**src/sv/descending_key_sorted_insert_table_top_macros.svh**
```systemverilog
// Assertion macros for the sorted insert table.
`ifndef DESCENDING_KEY_SORTED_INSERT_TABLE_TOP_MACROS_SVH
`define DESCENDING_KEY_SORTED_INSERT_TABLE_TOP_MACROS_SVH

`ifndef SYNTH
// same-cycle implication
`define DKST_ASSERT_IMP(lbl, clk, rstn, ante, cons) \
    lbl: assert property (@(posedge clk) disable iff (!(rstn)) (ante) |-> (cons)) \
        else $error("assertion failed: lbl");
// next-cycle implication
`define DKST_ASSERT_NXT(lbl, clk, rstn, ante, cons) \
    lbl: assert property (@(posedge clk) disable iff (!(rstn)) (ante) |=> (cons)) \
        else $error("assertion failed: lbl");
`else
`define DKST_ASSERT_IMP(lbl, clk, rstn, ante, cons)
`define DKST_ASSERT_NXT(lbl, clk, rstn, ante, cons)
`endif

`endif

```
**src/sv/dkst_pkg.sv**
```systemverilog
// Shared types and codes for the sorted insert table.
`default_nettype none
package dkst_pkg;

    localparam int CAPACITY_DEF = 256;
    localparam int TAG_BITS_DEF = 16;

    // sort_mode codes
    localparam logic [1:0] MODE_APPEND = 2'd0;
    localparam logic [1:0] MODE_FIRST  = 2'd1;
    localparam logic [1:0] MODE_SECOND = 2'd2;
    localparam logic [1:0] MODE_IGNORE = 2'd3;

    // request kinds
    localparam logic REQ_INSERT = 1'b0;
    localparam logic REQ_READ   = 1'b1;

    // per-cycle control broadcast to every cell
    typedef struct packed {
        logic cmp_en;    // latch compare flags
        logic upd_en;    // apply insert (write or shift)
        logic strict;    // single-entry table: only a greater key goes first
        logic by_second; // compare on the second key
    } ctl_t;

endpackage
`default_nettype wire

```
**src/sv/dkst_cell.sv**
```systemverilog
// One table cell: holds an entry, compares it, shifts toward the back.
`default_nettype none
module dkst_cell #(
    parameter int CAPACITY = dkst_pkg::CAPACITY_DEF,
    parameter int TAG_BITS = dkst_pkg::TAG_BITS_DEF,
    parameter int INDEX    = 0
) (
    input  wire logic                          aclk,
    input  wire logic                          aresetn,
    input  wire dkst_pkg::ctl_t                ctl,
    input  wire logic [31:0]                   new_key,
    input  wire logic [31:0]                   new_k1,
    input  wire logic [31:0]                   new_k2,
    input  wire logic [TAG_BITS-1:0]           new_tag,
    input  wire logic [31:0]                   prev_k1,
    input  wire logic [31:0]                   prev_k2,
    input  wire logic [TAG_BITS-1:0]           prev_tag,
    input  wire logic [$clog2(CAPACITY+1)-1:0] count,
    input  wire logic [$clog2(CAPACITY)-1:0]   slot,
    input  wire logic                          force_end,
    input  wire logic                          any_le,
    input  wire logic                          pre_in,
    output logic                               pre_out,
    output logic                               sel,
    output logic                               back,
    output logic [31:0]                        k1,
    output logic [31:0]                        k2,
    output logic [TAG_BITS-1:0]                tag
);
    localparam int CNT_W = $clog2(CAPACITY+1);
    localparam int IDX_W = $clog2(CAPACITY);
    localparam logic [CNT_W-1:0] MY_CNT = CNT_W'(INDEX);
    localparam logic [IDX_W-1:0] MY_IDX = IDX_W'(INDEX);

    logic [31:0]         k1_reg, k2_reg;
    logic [TAG_BITS-1:0] tag_reg;
    logic                le_reg, le_next;
    logic                back_reg, back_next;
    logic                occupied, at_end, take_new, shift_in;
    logic [31:0]         cur_key;

    // stored key that the mode compares against new_key
    assign cur_key   = ctl.by_second ? k2_reg : k1_reg;

    assign occupied  = MY_CNT < count;
    assign at_end    = MY_CNT == count;
    assign le_next   = occupied && (ctl.strict ? (cur_key < new_key) : (cur_key <= new_key));
    assign back_next = ((MY_CNT + 1'b1) == count) && (new_key <= cur_key);

    assign pre_out  = pre_in | le_reg;
    assign sel      = (!force_end && le_reg && !pre_in) || (at_end && (force_end || !any_le));
    assign back     = back_reg;
    assign take_new = MY_IDX == slot;
    assign shift_in = (MY_IDX > slot) && (MY_CNT <= count);

    always_ff @(posedge aclk) begin
        if (!aresetn) begin
            le_reg   <= 1'b0;
            back_reg <= 1'b0;
        end else if (ctl.cmp_en) begin
            le_reg   <= le_next;
            back_reg <= back_next;
        end
    end

    always_ff @(posedge aclk) begin
        if (ctl.upd_en) begin
            if (take_new) begin
                k1_reg  <= new_k1;
                k2_reg  <= new_k2;
                tag_reg <= new_tag;
            end else if (shift_in) begin
                k1_reg  <= prev_k1;
                k2_reg  <= prev_k2;
                tag_reg <= prev_tag;
            end
        end
    end

    assign k1  = k1_reg;
    assign k2  = k2_reg;
    assign tag = tag_reg;

endmodule
`default_nettype wire
```
**config.mk**
```make
export PLATFORM = sky130hd
export DESIGN_NAME = dkst_cell
export DESIGN_NICKNAME = d
export VERILOG_FILES = /design/src/sv/descending_key_sorted_insert_table_top_macros.svh /design/src/sv/dkst_pkg.sv /design/src/sv/dkst_cell.sv
export SDC_FILE = /design/constraint.sdc
export NUM_CORES = 1
export LEC_CHECK = 0
export BUFFER_PORTS_ARGS = -buffer_cell sky130_fd_sc_hd__buf_2
export CAP_MARGIN = 10
export CORE_AREA = 2 2 117 119
export DETAILED_ROUTE_END_ITERATION = 10
export DIE_AREA = 0 0 119 121
export HOLD_SLACK_MARGIN = 0.15
export MAX_ROUTING_LAYER = met4
export PLACE_DENSITY = 0.74
export SLEW_MARGIN = 20
export SYNTH_ARGS = -nofsm -noshare
export SYNTH_HDL_FRONTEND = slang
export SYNTH_SLANG_ARGS = --single-unit
export TNS_END_PERCENT = 20
```
**constraint.sdc**
```tcl
create_clock -name aclk -period 6.79 [get_ports aclk]
set_input_delay 1.358 -clock aclk [delete_from_list [all_inputs] [get_ports aclk]]
set_output_delay 1.358 -clock aclk [all_outputs]
set_load 0.05 [all_outputs]
```
# --- After elaboration in Yosys (flattened, before gate mapping) ---
# Index checks and enable logic that the tools add are counted.
op_classes:
  n_lt_le_gt_ge: 6
  n_eq_ne: 1
  mux: 8
  n_bitwise: 1
  n_reduce_logical: 15
ops:
  columns: ["operator", "count"]
  rows:
  - ["32-bit 2-to-1 mux", 5]
  - ["32-bit <= comparator", 2]
  - ["32-bit < comparator", 1]
  - ["16-bit 2-to-1 mux", 2]
  - ["1-bit by 9-bit equality test with 1-bit output (first input constant)", 1]
  - ["1-bit by 9-bit <= comparator with 1-bit output (first input constant)", 1]
  - ["9-bit logical NOT", 1]
  - ["1-bit by 9-bit < comparator with 1-bit output (first input constant)", 1]
  - ["1-bit by 8-bit > comparator with 1-bit output (first input constant)", 1]
  - ["8-bit logical NOT", 1]
  - ["1-bit logical AND", 6]
  - ["1-bit logical NOT", 3]
  - ["1-bit logical OR", 2]
  - ["2-bit AND reduction", 1]
  - ["2-bit nonzero test", 1]
  - ["1-bit 2-to-1 mux", 1]
  - ["1-bit bitwise OR", 1]
totals:
  ff_bits: 82
  out_inout_bits: 83
  word_cells: 36

# --- Depth between registers and ports, before layout ---
# Gate-level depths: netlist of the first run.
logic_depth:
  word_depth: 4
  ltp_mapped: 10
  depth_no_buf: 8

# --- Least setup slack after synthesis of the first run ---
# Ideal clock, no wire load.
synth_timing:
  path_type: "input to register"
  start: "input slot[7]"
  end: "register k1_reg[0], in the netlist k1[0] (enable)"
  arrival_ps: 3635
  required_time_ps: 6342
  setup_slack_ps: 2707
  cell_stages: 2
  path_buffers: 0
  path_cell_list: "nor4_1 -> and3_1"
synth_between:
  elab_chain_len: 4
  word_cells_on_any_way: 5
  cone_classes: "1 x order compare; 4 x reduce/logical"
synth_rtl:
  columns: ["element", "line", "rtl"]
  rows:
  - ["start, declared", "dkst_cell.sv:19", "input wire logic [$clog2(CAPACITY)-1:0] slot,"]
  - ["1-bit by 8-bit > comparator with 1-bit output", "dkst_cell.sv:54", "assign shift_in = (MY_IDX > slot) && (MY_CNT <= count);"]
  - ["1-bit logical AND", "dkst_cell.sv:54", null]
  - ["2-bit nonzero test (no source line) *", null, null]
  - ["2-bit AND reduction (no source line) *", null, null]
  - ["end signal, assigned", "dkst_cell.sv:69", "k1_reg <= new_k1;"]
  - ["end signal, assigned", "dkst_cell.sv:73", "k1_reg <= prev_k1;"]
  - ["end, declared", "dkst_cell.sv:35", "logic [31:0] k1_reg, k2_reg;"]
# Mark *: on every way between the ends. The rest lies on a longest branch, timed or not.
# A chain may end at the register's enable or synchronous reset.

# --- Worst setup path in the final report of the first run ---
layout_timing:
  start: "input ctl[0] in the netlist's numbering"
  end: "register le_reg"
layout_between:
  elab_chain_len: 4
  word_cells_on_any_way: 5
  cone_classes: "2 x order compare; 2 x mux; 1 x reduce/logical"
layout_rtl:
  columns: ["element", "line", "rtl"]
  rows:
  - ["start, declared", "dkst_cell.sv:10", "input wire dkst_pkg::ctl_t ctl,"]
  - ["32-bit 2-to-1 mux *", "dkst_cell.sv:43", "assign cur_key = ctl.by_second ? k2_reg : k1_reg;"]
  - ["32-bit <= comparator / 32-bit < comparator (equally long branches)", "dkst_cell.sv:47", "assign le_next = occupied && (ctl.strict ? (cur_key < new_key) : (cur_key <= new_key));"]
  - ["1-bit 2-to-1 mux *", "dkst_cell.sv:47", null]
  - ["1-bit logical AND *", "dkst_cell.sv:47", null]
  - ["end signal, assigned", "dkst_cell.sv:61", "le_reg <= le_next;"]
  - ["end, declared", "dkst_cell.sv:37", "logic le_reg, le_next;"]
# Marked as above.

==> results of run 1 <==
cell type report:
cell class,count,area [µm²],area share (%)
repair buffers,301,1521,23.21
clock buffers,11,232.7,3.551
multi-input cells,217,2072,31.62
inverters,2,7.507,0.1145
flip-flops and latches,82,2442,37.27
clock inverters,5,55.05,0.8400
diodes,1,2.502,0.03818
well taps,176,220.2,3.360
kinds of logic (layout without fill, tap and decap cells):
| family | after synthesis | in the layout | share of synthesized area (%) |
|---|---|---|---|
| flops | 82 | 82 | 53.63 |
| fa+ha+maj | 32 | 32 | 8.791 |
| other cells | 0 | 1 | 0 |
| buf+inv | 14 | 319 | 1.154 |
| simple gates | 44 | 44 | 5.467 |
| mux | 112 | 112 | 26.84 |
| compound gates | 29 | 29 | 4.121 |
through the flow:
step                hold slack (ns)  cell area, µm²  total power, mW
floorplan                    0.4614            4554           0.6327
global placement             0.5009            6243           0.7039
detailed placement           0.5029            6243           0.7100
CTS                          0.5129            6531            1.189
global route                 0.5386            6554            1.222
finish                       0.5057            6554            1.173
final timing paths:
kind	startpoint	to	cells after the start	slack, ns
setup / recovery	ctl[0]	le_reg	9	2.99
hold / removal	le_reg	le_reg	2	0.51
setup reg to reg	k2[14]	back	8	4.47
hold reg to reg	le_reg	le_reg	2	0.51
power by group:
part / leakage [nW] / switching (mW) / internal (mW)
clock: 0.136 / 0.191 / 0.284
combinational: 2.11 / 0.0582 / 0.0827
sequential: 0.735 / 0.000827 / 0.556
placed cells by master, fill, tap and decap left out, types with 2 or more instances in the layout:
cell	netlist	final
nor2_1	5	5
mux2_2	59	59
a211oi_1	2	2
or3_1	2	2
buf_2	0	300
a211o_1	2	2
nand4_1	6	6
o21ai_0	3	3
nor4_1	6	6
nand2_1	11	10
clkbuf_16	0	9
mux2_1	22	22
clkbuf_1	4	2
dfxtp_1	2	2
mux2i_1	31	31
inv_1	2	2
ha_1	32	32
clkinv_2	0	2
edfxtp_1	80	80
o211ai_1	2	2
a21oi_1	13	13
nand3_1	3	3
nand3b_1	2	2
clkinvlp_4	0	2
metal layers:
layer,routed length [µm],vias up,GRT usage (%),share of wire (%)
met3,778,19,4.276,6.0
met4,227,0,7.143,1.8
met1,4950,1786,19.03,38
li1,-,1846,-,-
met5,0,-,-,0
met2,6925,163,33.23,54
worst max-delay path, stage by stage:
cell	delay, ns
buf_2	0.74
mux2i_1	0.20
ha_1	0.38
nand4_1	0.17
or4_1	0.58
nor2_1	0.22
and2_1	0.19
a211o_1	0.12
o21ai_1	0.06
==> impl_metrics.ini, run 1 <==
[critical_path]
end_kind = flop
critPathKind = in -> reg
cp_data_required_time_ns = 7.01
critPathLaunchType = primary input
worstPathArrival_ns = 4.03
path_max_fanout = 32

[finish]
nFillCells = 1177
nets = 863
fin_cells = 795
area_growth_syn_to_layout_pct = 43.90
utilization_pct = 50.09
layout-drive-gt1-share_pct = 61.65

[synthesis]
ys_seq_area_share_pct = 53.63
synth_edf_count = 80
synthTopCellsByArea = edfxtp_1 53%, mux2_2 15%, ha_1 8.8%
syn-cell-area_um2 = 4554
syn-num-nets = 563
synth.distinct_cells = 37
synth_ff_type = edfxtp_1
ys_ff_latch = 82
synth_warnings = 0
syn_avg_cell_area_um2 = 14.55
synth_top_area_share_pct = 52.75
async_flop_share_pct = 0
synth.most_common_cell = edfxtp_1
netlist_top_cells_count = 80 x edfxtp_1, 59 x mux2_2, 32 x ha_1, 31 x mux2i_1, 22 x mux2_1
synth_top_area_cell = edfxtp_1
syn_inst = 313

[sta]
relSlewSlack_pct = 31.62
worst_slack_ns = 2.988
max_slew.worst_pin.slew_ns = 1.026
setup_viol = 0
finalCriticalPeriod_ns = 3.803
final_max_slew_viol_count = 0
min_period_over_period_pct = 56.00
skew_ns = 0.005718
max_freq_ghz = 0.2630
rsz0062_at_grt = no
hold_viol = 0
fin_setup_tns_ns = 0

[drt]
drt_wl_total_um = 12880
drt-initial-drc-count = 140
drt-pass1-iter-count = 6
wire_per_inst_um = 16.20
vias = 3814
vias_per_cell = 4.797
drtAntennaViolNets = 0
drc = 0

[clocking]
numCtsBuffers = 9
cts_buffer_depth = 2
cts_tree = built
clkTransAtPathRegs_ns = 0.06
insertion_delay_ns = 0.34
cts_hold_buf = 0
root_buffer = clkbuf_16
cts_sinks = 82
post_cts_buffers = 0
cts-resized-gates = 0
ctsHtreeMaxLevel = 3

[die]
ios = 301
core_area_um2 = 13090
die_w_um = 119
die_area_um2 = 14400
rows = 42
start_util_pct = 34.81
die_h_um = 121

[placed_design]
gp_congestion = 0.8168
dpl.hpwl_um = 10450
dp.cells = 777
port_buffers = 300
place_ws_ns = 2.553

[outcome]
outcome = completed

[hold_path]
min_path_type = reg -> reg

[power_and_ir_drop]
irDropWorstVdd_uv = 121.4
p_leak_nw = 2.983
powerDensity_nw_per_um2 = 179.0

[global_route]
antenna_found_initial = 1
grt_max_degree = 81
grt_pass1_vias = 4079
track_usage_pct = 18.21
grt_pass1_wl_um = 19720
grt.overflow.total = 0

[job]
cap_violations = 0
Power figures use the tool's default switching activity.
==> run 2, diff against run 1 <==
ABC_AREA = 1   (was default)
CORE_AREA = 2 2 116 118   (was 2 2 117 119)
DIE_AREA = 0 0 118 120   (was 0 0 119 121)
PLACE_DENSITY = 0.79   (was 0.74)
clock period = 3.1 ns   (was 6.79 ns; I/O delays follow)
==> run 2 against run 1 <==
Compared with the run above:
- critical path depth is 2 lower
- sequential share of layout area fell by 0.56 points
- register-to-register slack lost 3.3 ns
- clock skew increased by 0.0016 ns
- count of clock-buffer cells in the layout down 1
- total power grew 130%
- largest cell class unchanged
- combinational power rose by 120%
==> impl_metrics.ini, run 2 <==
[hold_path]
hold_end = back
min_path_type = reg -> reg
min_delay_path_depth = 2
min_from = back

[finish]
multi_input_area_um2 = 2064
layout-drive-gt1-share_pct = 40.17
diodes = 0
nFillCells = 1249
area_growth_syn_to_layout_pct = 43.38
utilization_pct = 51.26
final_common_cell = buf_2
final_cell_mix = 300 x buf_2, 282 x nand2_1, 80 x edfxtp_1, 32 x ha_1, 31 x mux2i_1
seqCellArea_um2 = 2442
nets = 1059

[synthesis]
async_flop_share_pct = 0
ys_seq_area_share_pct = 52.63
ys_ff_latch = 82
synth.distinct_cells = 23
synth_edf_count = 80
syn_inst = 513
netlist_top_cells_count = 282 x nand2_1, 80 x edfxtp_1, 32 x ha_1, 31 x mux2i_1, 17 x buf_2
synth_top_area_share_pct = 51.77
syn-cell-area_um2 = 4641
syn_avg_cell_area_um2 = 9.046
synthTopCellsByArea = edfxtp_1 52%, nand2_1 23%, ha_1 8.6%
syn-num-nets = 763
synth_warnings = 0
synth.most_common_cell = nand2_1
synth_top_area_cell = edfxtp_1
synth_ff_type = edfxtp_1

[drt]
drtAntennaViolNets = 0
drt-pass1-iter-count = 4
drt-initial-drc-count = 156
wire_per_inst_um = 13.59
vias_per_cell = 4.569
drt_wl_total_um = 13450
vias = 4523
drc = 0

[clocking]
cts-resized-gates = 0
insertion_delay_ns = 0.33
cts_sinks = 82
ctsHtreeMaxLevel = 3
root_buffer = clkbuf_16
clkTransAtPathRegs_ns = 0.06
cts_hold_buf = 0
numCtsBuffers = 9
cts_buffer_depth = 2
cts_tree = built
post_cts_buffers = 0

[critical_path]
crit_chain = buf_2 -> nor4_1 -> nand2_1 -> nor3_1 -> o21ai_0 -> o31ai_1 -> buf_2
crit_path_start = count[4]
slowest_delay_ns = 0.30
path_max_fanout = 2
reg2reg_depth = 10
crit_slowest_cell = buf_2
crit-reg2reg-launch = k1[31]
critPathLaunchType = primary input
rrSetupSlack_ns = 1.12
cp_data_required_time_ns = 2.48
end_kind = primary output
crit_top_cell = buf_2
critPathKind = in -> out
path_depth = 7
cp_num_buf_inv = 2
crit_family = simple AND/OR/NAND/NOR gates
worstReg2RegEnd = le_reg
worstPathArrival_ns = 1.91

[sta]
skew_ns = 0.007326
fin_setup_tns_ns = 0
relSlewSlack_pct = 46.66
final_max_slew_viol_count = 0
max_freq_ghz = 0.3947
setup_viol = 0
max_slew.worst_pin.slew_ns = 0.8000
worst_slack_ns = 0.5666
finalCriticalPeriod_ns = 2.533
min_period_over_period_pct = 81.72
rsz0062_at_grt = no
hold_viol = 0

[global_route]
antenna_found_initial = 0
grt.overflow.total = 0
grt_max_degree = 81
grt_pass1_vias = 4536
track_usage_pct = 19.47
grt_pass1_wl_um = 21300

[power_and_ir_drop]
irDropWorstVdd_uv = 208.2
p_leak_nw = 3.445
powerDensity_nw_per_um2 = 397.6

[outcome]
outcome = completed

[die]
die_h_um = 120
rows = 42
die_w_um = 118
start_util_pct = 35.75
core_area_um2 = 12980
die_area_um2 = 14160
ios = 301

[job]
cap_violations = 0

[placed_design]
port_buffers = 300
gp_congestion = 0.8018
dpl.hpwl_um = 10830
place_ws_ns = 0.4117
run 2: cell types whose count changed after synthesis, moves of 7 or more:
cell	change
mux2_1	-22
mux2_2	-58
buf_1	-8
nor2_1	+7
buf_2	+17
inv_1	+11
nand2_1	+271
run 2: area by class of cell:
class	instances	area share, %
tap	176	3.310
clock buffer	10	3.441
multi-input combinational	397	31.03
inverter	14	0.7898
timing repair buffer	305	23.51
sequential	82	36.71
clock inverter	6	1.222
run 2: through the flow:
stage          power (mW)  hold slack [ns]  instance area [µm²]  instances
2_1_floorplan       1.386           0.4482                 4662        513
3_3_place_gp        1.549           0.4496                 6344        974
3_5_place_dp        1.558           0.4540                 6344        974
4_1_cts             2.667           0.4622                 6654        990
5_1_grt             2.757           0.4699                 6654        990
6_report            2.646           0.4609                 6654        990
run 2: how the worst max path moves through the flow:
stage / end / slack, ns
2_1_floorplan: k1[0] / -0.06
3_3_place_gp: le_reg / 0.51
3_5_place_dp: le_reg / 0.41
4_1_cts: sel / 0.52
5_1_grt: sel / 0.38
6_report: sel / 0.57
run 2: cells by family (layout without fill, tap and decap cells):
| group | after synthesis | after routing | share of synthesized area, % |
|---|---|---|---|
| mux | 32 | 32 | 6.929 |
| fa+ha+maj | 32 | 32 | 8.628 |
| simple gates | 310 | 310 | 25.91 |
| buf+inv | 34 | 335 | 3.208 |
| compound gates | 23 | 23 | 2.696 |
| flops | 82 | 82 | 52.63 |
run 2: routing by layer:
layer  wire length (µm)  global-route usage, %  vias to the layer above
met1               5522                  22.30                     1998
met4                323                  7.605                        0
li1                   -                      -                     2297
met2               6845                  34.56                      203
met5                  0                      -                        -
met3                759                  2.804                       25
run 2: report_power, final:
group,switching [mW],internal [mW]
registers,0.00161,1.22
logic,0.145,0.167
clock network,0.413,0.700
total,0.560,2.09
run 2: worst min-delay path, stage by stage (launching register included):
cell and delay, ns:
dfxtp_1 0.30, nand2_1 0.06, a21oi_1 0.05
